===== config.mk =====
export PLATFORM = sky130hd
export DESIGN_NAME = bounded_deque_engine_unit_flat
export DESIGN_NICKNAME = d
export VERILOG_FILES = /design/src/hw/rtl/bde_pkg.sv /design/src/hw/rtl/bde_if.sv /design/src/hw/rtl/bde_cell.sv /design/src/hw/rtl/bounded_deque_engine_unit.sv /design/src/flat_wrapper.sv
export SDC_FILE = /design/constraint.sdc
export NUM_CORES = 2
export LEC_CHECK = 0
export BUFFER_PORTS_ARGS = -buffer_cell sky130_fd_sc_hd__buf_2
export CAP_MARGIN = 10
export CORE_MARGIN = 8
export CORE_UTILIZATION = 30
export CTS_CLUSTER_DIAMETER = 120
export DETAILED_ROUTE_END_ITERATION = 6
export PLACE_DENSITY = 0.46
export SETUP_SLACK_MARGIN = 0.3
export SLEW_MARGIN = 20
export SYNTH_ARGS = -nofsm -noshare
export SYNTH_HDL_FRONTEND = slang
export SYNTH_SLANG_ARGS = --single-unit

===== constraint.sdc =====
create_clock -name clk -period 6.9 [get_ports clk]
set_input_delay 0.69 -clock clk [delete_from_list [all_inputs] [get_ports clk]]
set_output_delay 0.69 -clock clk [all_outputs]
set_load 0.005 [all_outputs]

===== src/hw/rtl/bde_pkg.sv =====
// bde_pkg: shared types and constants of the bounded deque engine
// request and status codes, cell command struct and field widths
// depends on nothing; imported by every other file of the block
`default_nettype none

package bde_pkg;

	// fixed field widths of the request and response transactions
	localparam int VALUE_W     = 32;
	localparam int REQ_W       = 4;
	localparam int POS_W       = 5;
	localparam int STAT_W      = 3;
	localparam int COUNT_W     = 5;
	localparam int CAP_W       = 5;
	localparam int DEPTH_DEF   = 16;

	// request codes
	typedef enum logic [REQ_W-1:0] {
		REQ_PUSH_BACK  = 4'd0,
		REQ_PUSH_FRONT = 4'd1,
		REQ_POP_BACK   = 4'd2,
		REQ_POP_FRONT  = 4'd3,
		REQ_REMOVE     = 4'd4,
		REQ_CLEAR      = 4'd5,
		REQ_FRONT      = 4'd6,
		REQ_BACK       = 4'd7,
		REQ_AT         = 4'd8,
		REQ_REVERSE    = 4'd9
	} req_code_t;

	// response status codes
	typedef enum logic [STAT_W-1:0] {
		STAT_OK        = 3'd0,
		STAT_NULL      = 3'd1,
		STAT_FULL      = 3'd2,
		STAT_EMPTY     = 3'd3,
		STAT_NOT_FOUND = 3'd4
	} status_t;

	// command broadcast along the row of cells
	typedef enum logic [2:0] {
		CM_HOLD       = 3'd0,
		CM_WRITE      = 3'd1,
		CM_SHIFT_UP   = 3'd2,
		CM_SHIFT_DOWN = 3'd3,
		CM_REMOVE     = 3'd4,
		CM_MATCH      = 3'd5
	} cell_mode_t;

	typedef struct packed {
		cell_mode_t         mode;
		logic               flip;
		logic               found_any;
		logic [VALUE_W-1:0] wdata;
	} cell_ctl_t;

endpackage

`default_nettype wire


===== src/hw/rtl/bde_if.sv =====
// bde_if: request and response channel interfaces of the deque engine
// valid/ready handshake with the transaction payload alongside
// depends on bde_pkg
`default_nettype none

interface bde_req_if import bde_pkg::*; ();
	logic               valid;
	logic               ready;
	logic [REQ_W-1:0]   req_type;
	logic [VALUE_W-1:0] item_value;
	logic [POS_W-1:0]   position;

	modport source (output valid, output req_type, output item_value, output position,
		input ready);
	modport sink (input valid, input req_type, input item_value, input position,
		output ready);
endinterface

interface bde_rsp_if import bde_pkg::*; ();
	logic               valid;
	logic               ready;
	logic [STAT_W-1:0]  status;
	logic [VALUE_W-1:0] read_value;
	logic [COUNT_W-1:0] entry_count;

	modport source (output valid, output status, output read_value, output entry_count,
		input ready);
	modport sink (input valid, input status, input read_value, input entry_count,
		output ready);
endinterface

`default_nettype wire


===== src/hw/rtl/bde_cell.sv =====
// bde_cell: one storage cell of the deque row
// holds one entry, shifts to either neighbour, flags a value match
// depends on bde_pkg
`default_nettype none

module bde_cell import bde_pkg::*; #(
	parameter int DEPTH = DEPTH_DEF,
	parameter int INDEX = 0,
	localparam int CNT_W = $clog2(DEPTH + 1)
) (
	input  wire logic               clk,
	input  wire logic               arst_n,
	input  wire cell_ctl_t          ctl,
	input  wire logic [CNT_W-1:0]   cnt,
	input  wire logic [VALUE_W-1:0] left_data,
	input  wire logic [VALUE_W-1:0] right_data,
	input  wire logic               hit_lo_in,
	input  wire logic               hit_hi_in,
	output logic [VALUE_W-1:0]      data,
	output logic                    hit_lo_out,
	output logic                    hit_hi_out
);

	logic [VALUE_W-1:0] data_q;
	logic               match_q;
	logic               occupied;
	logic               shift_rm;

	assign occupied = (CNT_W'(INDEX) < cnt);

	// match flags ripple from both ends of the row
	assign hit_lo_out = hit_lo_in | match_q;
	assign hit_hi_out = hit_hi_in | match_q;

	// normal order: first match from the bottom and all above it close the gap
	// flipped order: last match from the bottom and all above it close the gap
	assign shift_rm = ctl.flip ? (ctl.found_any & ~hit_hi_in) : (hit_lo_in | match_q);

	// match flag, computed in the search cycle
	always_ff @(posedge clk or negedge arst_n) begin
		if (!arst_n) begin
			match_q <= 1'b0;
		end else if (ctl.mode == CM_MATCH) begin
			match_q <= occupied && (data_q == ctl.wdata);
		end
	end

	// entry storage
	always_ff @(posedge clk) begin
		unique case (ctl.mode)
			CM_WRITE: begin
				if (cnt == CNT_W'(INDEX))
					data_q <= ctl.wdata;
			end
			CM_SHIFT_UP:   data_q <= left_data;
			CM_SHIFT_DOWN: data_q <= right_data;
			CM_REMOVE: begin
				if (shift_rm)
					data_q <= right_data;
			end
			default: data_q <= data_q;
		endcase
	end

	assign data = data_q;

endmodule

`default_nettype wire


===== src/hw/rtl/bounded_deque_engine_unit.sv =====
// bounded_deque_engine_unit: bounded double-ended queue of nonzero values
// top level; a row of bde_cell instances holds the entries in order
// depends on bde_pkg, bde_if and bde_cell
//
// Usage: requests arrive on the req channel (valid/ready); each accepted
// transaction gives exactly one transaction on the rsp channel with a status,
// the value read (front, back, at) and the entry count afterwards. The
// capacity limit is written through cfg_we/cfg_data while the block is idle,
// which the user must keep to, as the block does not enforce it; zero or a
// value above DEPTH means the full depth. A request is taken in the idle
// state and executed in the exec state, and no new one is taken until it
// has executed. Remove first passes a match state, in which every cell
// compares its entry with the value at once; the chosen match and all cells
// above it shift to close the gap. Reverse only flips the walking direction.
// The response sits in an output register; while the receiver stalls a
// finished result waits there and the next request is still accepted, but it
// is not executed until the register is free.
// Reset empties the queue, clears the order flag and sets the limit to zero.
`default_nettype none

module bounded_deque_engine_unit import bde_pkg::*; #(
	parameter int DEPTH = DEPTH_DEF
) (
	input  wire logic             clk,
	input  wire logic             arst_n,
	input  wire logic             cfg_we,
	input  wire logic [CAP_W-1:0] cfg_data,
	bde_req_if.sink               req,
	bde_rsp_if.source             rsp
);

	localparam int CNT_W = $clog2(DEPTH + 1);
	localparam int IDX_W = $clog2(DEPTH);
	localparam int LIM_W = (CNT_W > CAP_W) ? CNT_W : CAP_W;

	typedef enum logic [1:0] {S_IDLE, S_MATCH, S_EXEC} state_t;

	state_t             state_q;
	logic [CAP_W-1:0]   cap_q;
	logic [CNT_W-1:0]   cnt_q;
	logic               flip_q;
	logic [REQ_W-1:0]   req_type_s1;
	logic [VALUE_W-1:0] value_s1;
	logic [POS_W-1:0]   pos_s1;
	logic               rsp_valid_q;
	status_t            rsp_status_q;
	logic [VALUE_W-1:0] rsp_value_q;
	logic [COUNT_W-1:0] rsp_count_q;

	cell_ctl_t          ctl;
	logic [VALUE_W-1:0] cell_data [DEPTH];
	logic [DEPTH:0]     hit_lo_c;
	logic [DEPTH:0]     hit_hi_c;
	logic               found_any;

	logic               go;
	logic               val_zero;
	logic               is_empty;
	logic               is_full;
	logic [LIM_W-1:0]   limit;
	logic [CNT_W-1:0]   cnt_m1;
	logic [IDX_W-1:0]   lpos;
	logic [IDX_W-1:0]   ppos;
	logic [VALUE_W-1:0] rd_data;
	status_t            status_nx;
	logic [VALUE_W-1:0] value_nx;
	logic [CNT_W-1:0]   cnt_nx;
	logic               flip_nx;
	cell_mode_t         mode_ex;

	// capacity limit register
	always_ff @(posedge clk or negedge arst_n) begin
		if (!arst_n) begin
			cap_q <= '0;
		end else if (cfg_we) begin
			cap_q <= cfg_data;
		end
	end

	// row of cells
	assign hit_lo_c[0]     = 1'b0;
	assign hit_hi_c[DEPTH] = 1'b0;
	assign found_any       = hit_hi_c[0];

	for (genvar i = 0; i < DEPTH; i++) begin : g_cell
		logic [VALUE_W-1:0] left_d;
		logic [VALUE_W-1:0] right_d;

		if (i == 0) begin : g_first
			assign left_d = ctl.wdata;
		end else begin : g_mid
			assign left_d = cell_data[i-1];
		end
		if (i == DEPTH - 1) begin : g_last
			assign right_d = '0;
		end else begin : g_inner
			assign right_d = cell_data[i+1];
		end

		bde_cell #(
			.DEPTH (DEPTH),
			.INDEX (i)
		) u_cell (
			.clk        (clk),
			.arst_n     (arst_n),
			.ctl        (ctl),
			.cnt        (cnt_q),
			.left_data  (left_d),
			.right_data (right_d),
			.hit_lo_in  (hit_lo_c[i]),
			.hit_hi_in  (hit_hi_c[i+1]),
			.data       (cell_data[i]),
			.hit_lo_out (hit_lo_c[i+1]),
			.hit_hi_out (hit_hi_c[i])
		);
	end

	// request decode and condition flags
	assign go       = (state_q == S_EXEC) && (!rsp_valid_q || rsp.ready);
	assign val_zero = (value_s1 == '0);
	assign is_empty = (cnt_q == '0);
	assign limit    = ((cap_q == '0) || (LIM_W'(cap_q) > LIM_W'(DEPTH))) ?
		LIM_W'(DEPTH) : LIM_W'(cap_q);
	assign is_full  = (LIM_W'(cnt_q) >= limit);
	assign cnt_m1   = cnt_q - 1'b1;

	// logical position to cell index, then read
	always_comb begin
		case (req_code_t'(req_type_s1))
			REQ_FRONT: lpos = '0;
			REQ_BACK:  lpos = IDX_W'(cnt_m1);
			default:   lpos = IDX_W'(pos_s1);
		endcase
		ppos    = flip_q ? IDX_W'(cnt_m1 - CNT_W'(lpos)) : lpos;
		rd_data = cell_data[ppos];
	end

	// execution: status, result and next state of count and order
	always_comb begin
		status_nx = STAT_OK;
		value_nx  = '0;
		cnt_nx    = cnt_q;
		flip_nx   = flip_q;
		mode_ex   = CM_HOLD;
		case (req_code_t'(req_type_s1))
			REQ_PUSH_BACK, REQ_PUSH_FRONT: begin
				if (val_zero) begin
					status_nx = STAT_NULL;
				end else if (is_full) begin
					status_nx = STAT_FULL;
				end else begin
					cnt_nx = cnt_q + 1'b1;
					if ((req_code_t'(req_type_s1) == REQ_PUSH_BACK) ^ flip_q)
						mode_ex = CM_WRITE;
					else
						mode_ex = CM_SHIFT_UP;
				end
			end
			REQ_POP_BACK, REQ_POP_FRONT: begin
				if (is_empty) begin
					status_nx = STAT_EMPTY;
				end else begin
					cnt_nx = cnt_m1;
					if ((req_code_t'(req_type_s1) == REQ_POP_FRONT) ^ flip_q)
						mode_ex = CM_SHIFT_DOWN;
				end
			end
			REQ_REMOVE: begin
				if (val_zero) begin
					status_nx = STAT_NULL;
				end else if (!found_any) begin
					status_nx = STAT_NOT_FOUND;
				end else begin
					cnt_nx  = cnt_m1;
					mode_ex = CM_REMOVE;
				end
			end
			REQ_CLEAR: begin
				cnt_nx  = '0;
				flip_nx = 1'b0;
			end
			REQ_FRONT, REQ_BACK: begin
				if (is_empty)
					status_nx = STAT_EMPTY;
				else
					value_nx = rd_data;
			end
			REQ_AT: begin
				if (is_empty)
					status_nx = STAT_EMPTY;
				else if (LIM_W'(pos_s1) >= LIM_W'(cnt_q))
					status_nx = STAT_NOT_FOUND;
				else
					value_nx = rd_data;
			end
			REQ_REVERSE: begin
				if (cnt_q >= CNT_W'(2))
					flip_nx = ~flip_q;
			end
			default: ;
		endcase
	end

	// command to the cells
	always_comb begin
		ctl.wdata     = value_s1;
		ctl.flip      = flip_q;
		ctl.found_any = found_any;
		if (state_q == S_MATCH)
			ctl.mode = CM_MATCH;
		else if (go)
			ctl.mode = mode_ex;
		else
			ctl.mode = CM_HOLD;
	end

	// sequencer with request capture and response register
	always_ff @(posedge clk or negedge arst_n) begin
		if (!arst_n) begin
			state_q      <= S_IDLE;
			cnt_q        <= '0;
			flip_q       <= 1'b0;
			req_type_s1  <= '0;
			value_s1     <= '0;
			pos_s1       <= '0;
			rsp_valid_q  <= 1'b0;
			rsp_status_q <= STAT_OK;
			rsp_value_q  <= '0;
			rsp_count_q  <= '0;
		end else begin
			if (go)
				rsp_valid_q <= 1'b1;
			else if (rsp_valid_q && rsp.ready)
				rsp_valid_q <= 1'b0;
			unique case (state_q)
				S_IDLE: begin
					if (req.valid) begin
						req_type_s1 <= req.req_type;
						value_s1    <= req.item_value;
						pos_s1      <= req.position;
						state_q     <= (req_code_t'(req.req_type) == REQ_REMOVE) ?
							S_MATCH : S_EXEC;
					end
				end
				S_MATCH: state_q <= S_EXEC;
				S_EXEC: begin
					if (go) begin
						cnt_q        <= cnt_nx;
						flip_q       <= flip_nx;
						rsp_status_q <= status_nx;
						rsp_value_q  <= value_nx;
						rsp_count_q  <= COUNT_W'(cnt_nx);
						state_q      <= S_IDLE;
					end
				end
				default: state_q <= S_IDLE;
			endcase
		end
	end

	assign req.ready       = (state_q == S_IDLE);
	assign rsp.valid       = rsp_valid_q;
	assign rsp.status      = rsp_status_q;
	assign rsp.read_value  = rsp_value_q;
	assign rsp.entry_count = rsp_count_q;

	// checks
	a_cnt_bound: assert property (@(posedge clk) disable iff (!arst_n)
		cnt_q <= CNT_W'(DEPTH))
		else $error("entry count above depth");

	a_chains_agree: assert property (@(posedge clk) disable iff (!arst_n)
		hit_lo_c[DEPTH] == hit_hi_c[0])
		else $error("match chains disagree");

	a_busy_after_accept: assert property (@(posedge clk) disable iff (!arst_n)
		req.valid && req.ready |=> !req.ready)
		else $error("request taken while one is in progress");

	a_empty_count: assert property (@(posedge clk) disable iff (!arst_n)
		rsp.valid && (rsp.status == STAT_EMPTY) |-> (rsp.entry_count == '0))
		else $error("empty status with nonzero count");

endmodule

`default_nettype wire


===== src/flat_wrapper.sv =====
// flat-port wrapper written by rule: the top's interface ports become plain ports
module bounded_deque_engine_unit_flat import bde_pkg::*;
#(
	parameter int DEPTH = DEPTH_DEF
)
  (clk, arst_n, cfg_we, cfg_data, req_valid, req_req_type, req_item_value, req_position, req_ready, rsp_valid, rsp_status, rsp_read_value, rsp_entry_count, rsp_ready);
  bde_req_if req_i ();
  bde_rsp_if rsp_i ();
  input  wire logic clk;
  input  wire logic arst_n;
  input  wire logic cfg_we;
  input  wire logic [CAP_W-1:0] cfg_data;
  input wire logic [$bits(req_i.valid)-1:0] req_valid;
  input wire logic [$bits(req_i.req_type)-1:0] req_req_type;
  input wire logic [$bits(req_i.item_value)-1:0] req_item_value;
  input wire logic [$bits(req_i.position)-1:0] req_position;
  output wire logic [$bits(req_i.ready)-1:0] req_ready;
  output wire logic [$bits(rsp_i.valid)-1:0] rsp_valid;
  output wire logic [$bits(rsp_i.status)-1:0] rsp_status;
  output wire logic [$bits(rsp_i.read_value)-1:0] rsp_read_value;
  output wire logic [$bits(rsp_i.entry_count)-1:0] rsp_entry_count;
  input wire logic [$bits(rsp_i.ready)-1:0] rsp_ready;
  assign req_i.valid = req_valid;
  assign req_i.req_type = req_req_type;
  assign req_i.item_value = req_item_value;
  assign req_i.position = req_position;
  assign req_ready = req_i.ready;
  assign rsp_valid = rsp_i.valid;
  assign rsp_status = rsp_i.status;
  assign rsp_read_value = rsp_i.read_value;
  assign rsp_entry_count = rsp_i.entry_count;
  assign rsp_i.ready = rsp_ready;
  bounded_deque_engine_unit #(.DEPTH(DEPTH)) u_core (.clk(clk), .arst_n(arst_n), .cfg_we(cfg_we), .cfg_data(cfg_data), .req(req_i), .rsp(rsp_i));
endmodule

==> impl_results.md <==
* Outcome: finished, final reports clean
* Site row count at 129
* Final HPWL DP at 131,000 um
* Final setup TNS at 0 ns
* Global route overflow at 0
* Max-cap violations at 0
* Final Cell Area at 42,100 sq um
* Placer Congestion at 1.01
* RSZ-0062 raised after global routing: no
* CP max FO at 64
* XOR/XNOR Fraction of Synth Area at 12.1%
* Actual slew at the worst max-slew pin at 1.35 ns
* Worst-Skew Late Latency at 0.68 ns
* Largest net degree at the start of global routing at 184
* Die Wd at 368 um
* Clk sinks at 618
* Slew Limit Headroom at 9.31%
* Drt drc at 0
* Final hold vios at 0
* Most frequent cells in the layout: edfxtp_1, a221o_1, xor2_1
* Post-CTS Hold Buffers at 0
* Initial antenna violation count at 14
* Syn avg cell area at 12.6 sq um
* Crit start category: flop
* Simple-gate share of the synthesized area at 7.63%
* Achievable frequency at 182 MHz
* Max H-tree Level at 3
* PortBufs at 92
* Chip Height at 368 um
* Crit path time final at 5.49 ns
* Core Region at 123,000 sq um
* Crit path kind: reg2reg
* Final Cycle Share at 79.6%
* TritonCTS clock tree: done
* Via/cell ratio at 6.57
* Synth warn at 0
* Final nets at 2,983
* Layout cells sized above 1 at 18.0%
* Commonest non-fill, non-tap cell in the layout: edfxtp_1
* Multiplexer area fraction after synthesis at 9.23%
* Cell Area, Synth at 37,200 sq um
* Worst-path clk slew at 0.06 ns
* Initial DRC Count at 5,503
* Seq cells post-synth at 618
* P_leak at 0.0145 uW
* Synth Area in Adders at 0.692%
* Area grow syn2layout at 13.1%
* Routed Antenna Nets at 0
* Post-synth EDFFs at 512
* CP required at 7.42 ns
* Multi-input gate area at 18,100 sq um
* Post-CTS resize count at 0
* Compound-Gate Fraction of Synth Area at 17.6%
* First-pass GRT wire length at 256,000 um
* Critical Path End Type: flop
* Clock Skew at 0.0389 ns
* Starting Density at 30.2%
* Ys flop type: edfxtp_1
* Final Max Slew Viols at 0
* Total track usage at 26.8%
* CTS Buf Count at 77
* Post-Syn Instances at 2,954
* Setup bufs post-CTS at 0
* Via count at 30,300
* WL/cell at 41.0 um
* Reg-to-reg startpoint: u_core.cnt_q[0]$_DFFE_PN0P_
* Routed WL at 189,000 um
* Async S/R FF share, synth at 17.2%
* Hold crit path type: in2async
* Power Density at 422 nW/um^2
* Cell variety after synth at 63
* Register area at 18,000 sq um
* Worst IR Drop VDD at 897 uV
* First-pass DRT Iterations at 7
* Core Util, Final at 34.1%
* WP data arrival at 6.01 ns
* Worst hold margin at 0.130 ns
* Number of global-route vias before repair at 28,100
* Syn nets at 3,025
* IO Count at 93
* Fillers at 12,200
* Die ar. at 136,000 sq um
* Setup-failing EPs final at 0
* Sequential area share after synthesis at 48.4%
* CP startpoint: u_core.cnt_q[0]$_DFFE_PN0P_
* Main combinational cell family by area after synthesis: compound AO/OA/AOI/OAI gates
* CTS Buffer Depth at 3
* Area of placed instances at 39,500 sq um
* Root Driver: clkbuf_16
==> report_power, final <==
part | total [uW] | switching (uW) | internal, uW | leakage, uW
Sequential | 4970 | 416 | 4560 | 0.00602
Clock | 4160 | 1780 | 2380 | 0.00122
Combinational | 8650 | 5380 | 3270 | 0.00721
Total | 17800 | 7580 | 10200 | 0.0145
==> per-stage QoR <==
stage | power [uW] | instances | setup slack, ns
after floorplan | 10100 | 2954 | 1.60
after global placement | 13500 | 4470 | 1.69
after detailed placement | 13500 | 4470 | 1.52
after CTS | 17700 | 4614 | 1.54
after global routing | 18200 | 4614 | 1.14
final | 17800 | 4621 | 1.41
==> cells in the mapped netlist (29+ instances only) <==
cell type	count	area (sq um)
nand4_1	121	757
nand2_1	113	424
inv_1	47	176
dfrtp_1	106	2650
buf_2	75	375
xnor2_1	244	2140
a211oi_2	29	363
a221o_1	449	4490
xor2_1	272	2380
a21o_1	37	278
mux4_2	126	2840
and3_1	32	200
nand3_1	80	400
nor4_1	84	526
nor2_1	34	128
clkbuf_1	165	619
buf_1	39	146
a21boi_0	32	240
mux2_2	46	518
edfxtp_1	512	15400
o21ai_0	103	515
==> critical path: stages (launching register included) <==
cell and delay, ns:
dfrtp_1 0.79, inv_1 0.36, ha_1 0.35, xor2_1 0.25, nand2_1 0.08, nor2_1 0.19, nor2_1 0.07, ha_1 0.34
a21oi_1 0.37, and4_1 0.28, o21ai_0 0.17, a32oi_4 0.28, buf_4 0.84, nand2_2 0.10, buf_4 0.44, nand3_1 0.21
nand4_1 0.11
==> cells by family after synthesis <==
group / Yosys count
and+or+nand+nor: 530
buffers and inverters: 350
xor gates and xnor gates: 516
muxes: 180
DFF: 618
adders and majority gates: 20
AOI/OAI and AO/OA: 740
==> path summary, 6_finish.rpt <==
path / end / depth (start not counted) / slack, ns
max in group asynchronous: u_core.g_cell[5].u_cell.match_q$_DFFE_PN0N_ / 2 / 5.09
setup / recovery: u_core.rsp.read_value[27]$_DFFE_PN0P_ / 16 / 1.41
hold / removal: u_core.g_cell[0].left_d[21]$_DFFE_PN0P_ / 1 / 0.13
min in group clk: u_core.g_cell[0].left_d[21]$_DFFE_PN0P_ / 3 / 0.21
setup reg to reg: u_core.rsp.read_value[27]$_DFFE_PN0P_ / 16 / 1.41
hold reg to reg: u_core.rsp.status[1]$_DFFE_PN0P_ / 1 / 0.48
==> metal layers <==
layer  wire length (um)  vias up  global-route usage [%]
li1                   -    11900                       -
met1              74500    15800                    35.9
met2              82700     2299                    40.4
met3              20900      365                    6.82
met4              11200        6                    12.7
met5                 48        -                       0
==> layout make-up <==
class | count | area share (%)
Multi-Input combinational cell | 1986 | 42.9
Timing Repair Buffer | 182 | 3.07
Inverter | 47 | 0.419
Clock buffer | 117 | 5.38
Clock inverter | 27 | 0.544
Antenna cell | 7 | 0.0416
Tap cell | 1637 | 4.86
Sequential cell | 618 | 42.8
==> flip-flops by register name (all words and copies together), names as in the netlist <==
| signal | count |
|---|---|
| u_core.pos_s1 | 5 |
| u_core.rsp.status | 3 |
| u_core.g_cell.u_cell.match_q | 16 |
| u_core.cap_q | 5 |
| u_core.state_q | 2 |
| u_core.rsp.read_value | 32 |
| u_core.flip_q | 1 |
| u_core.g_cell.left_d | 32 |
| u_core.req_type_s1 | 4 |
| u_core.rsp.valid | 1 |
| u_core.cnt_q | 5 |
| u_core.g_cell.u_cell.data | 512 |
Note: power is estimated with default switching activity, not from simulation.
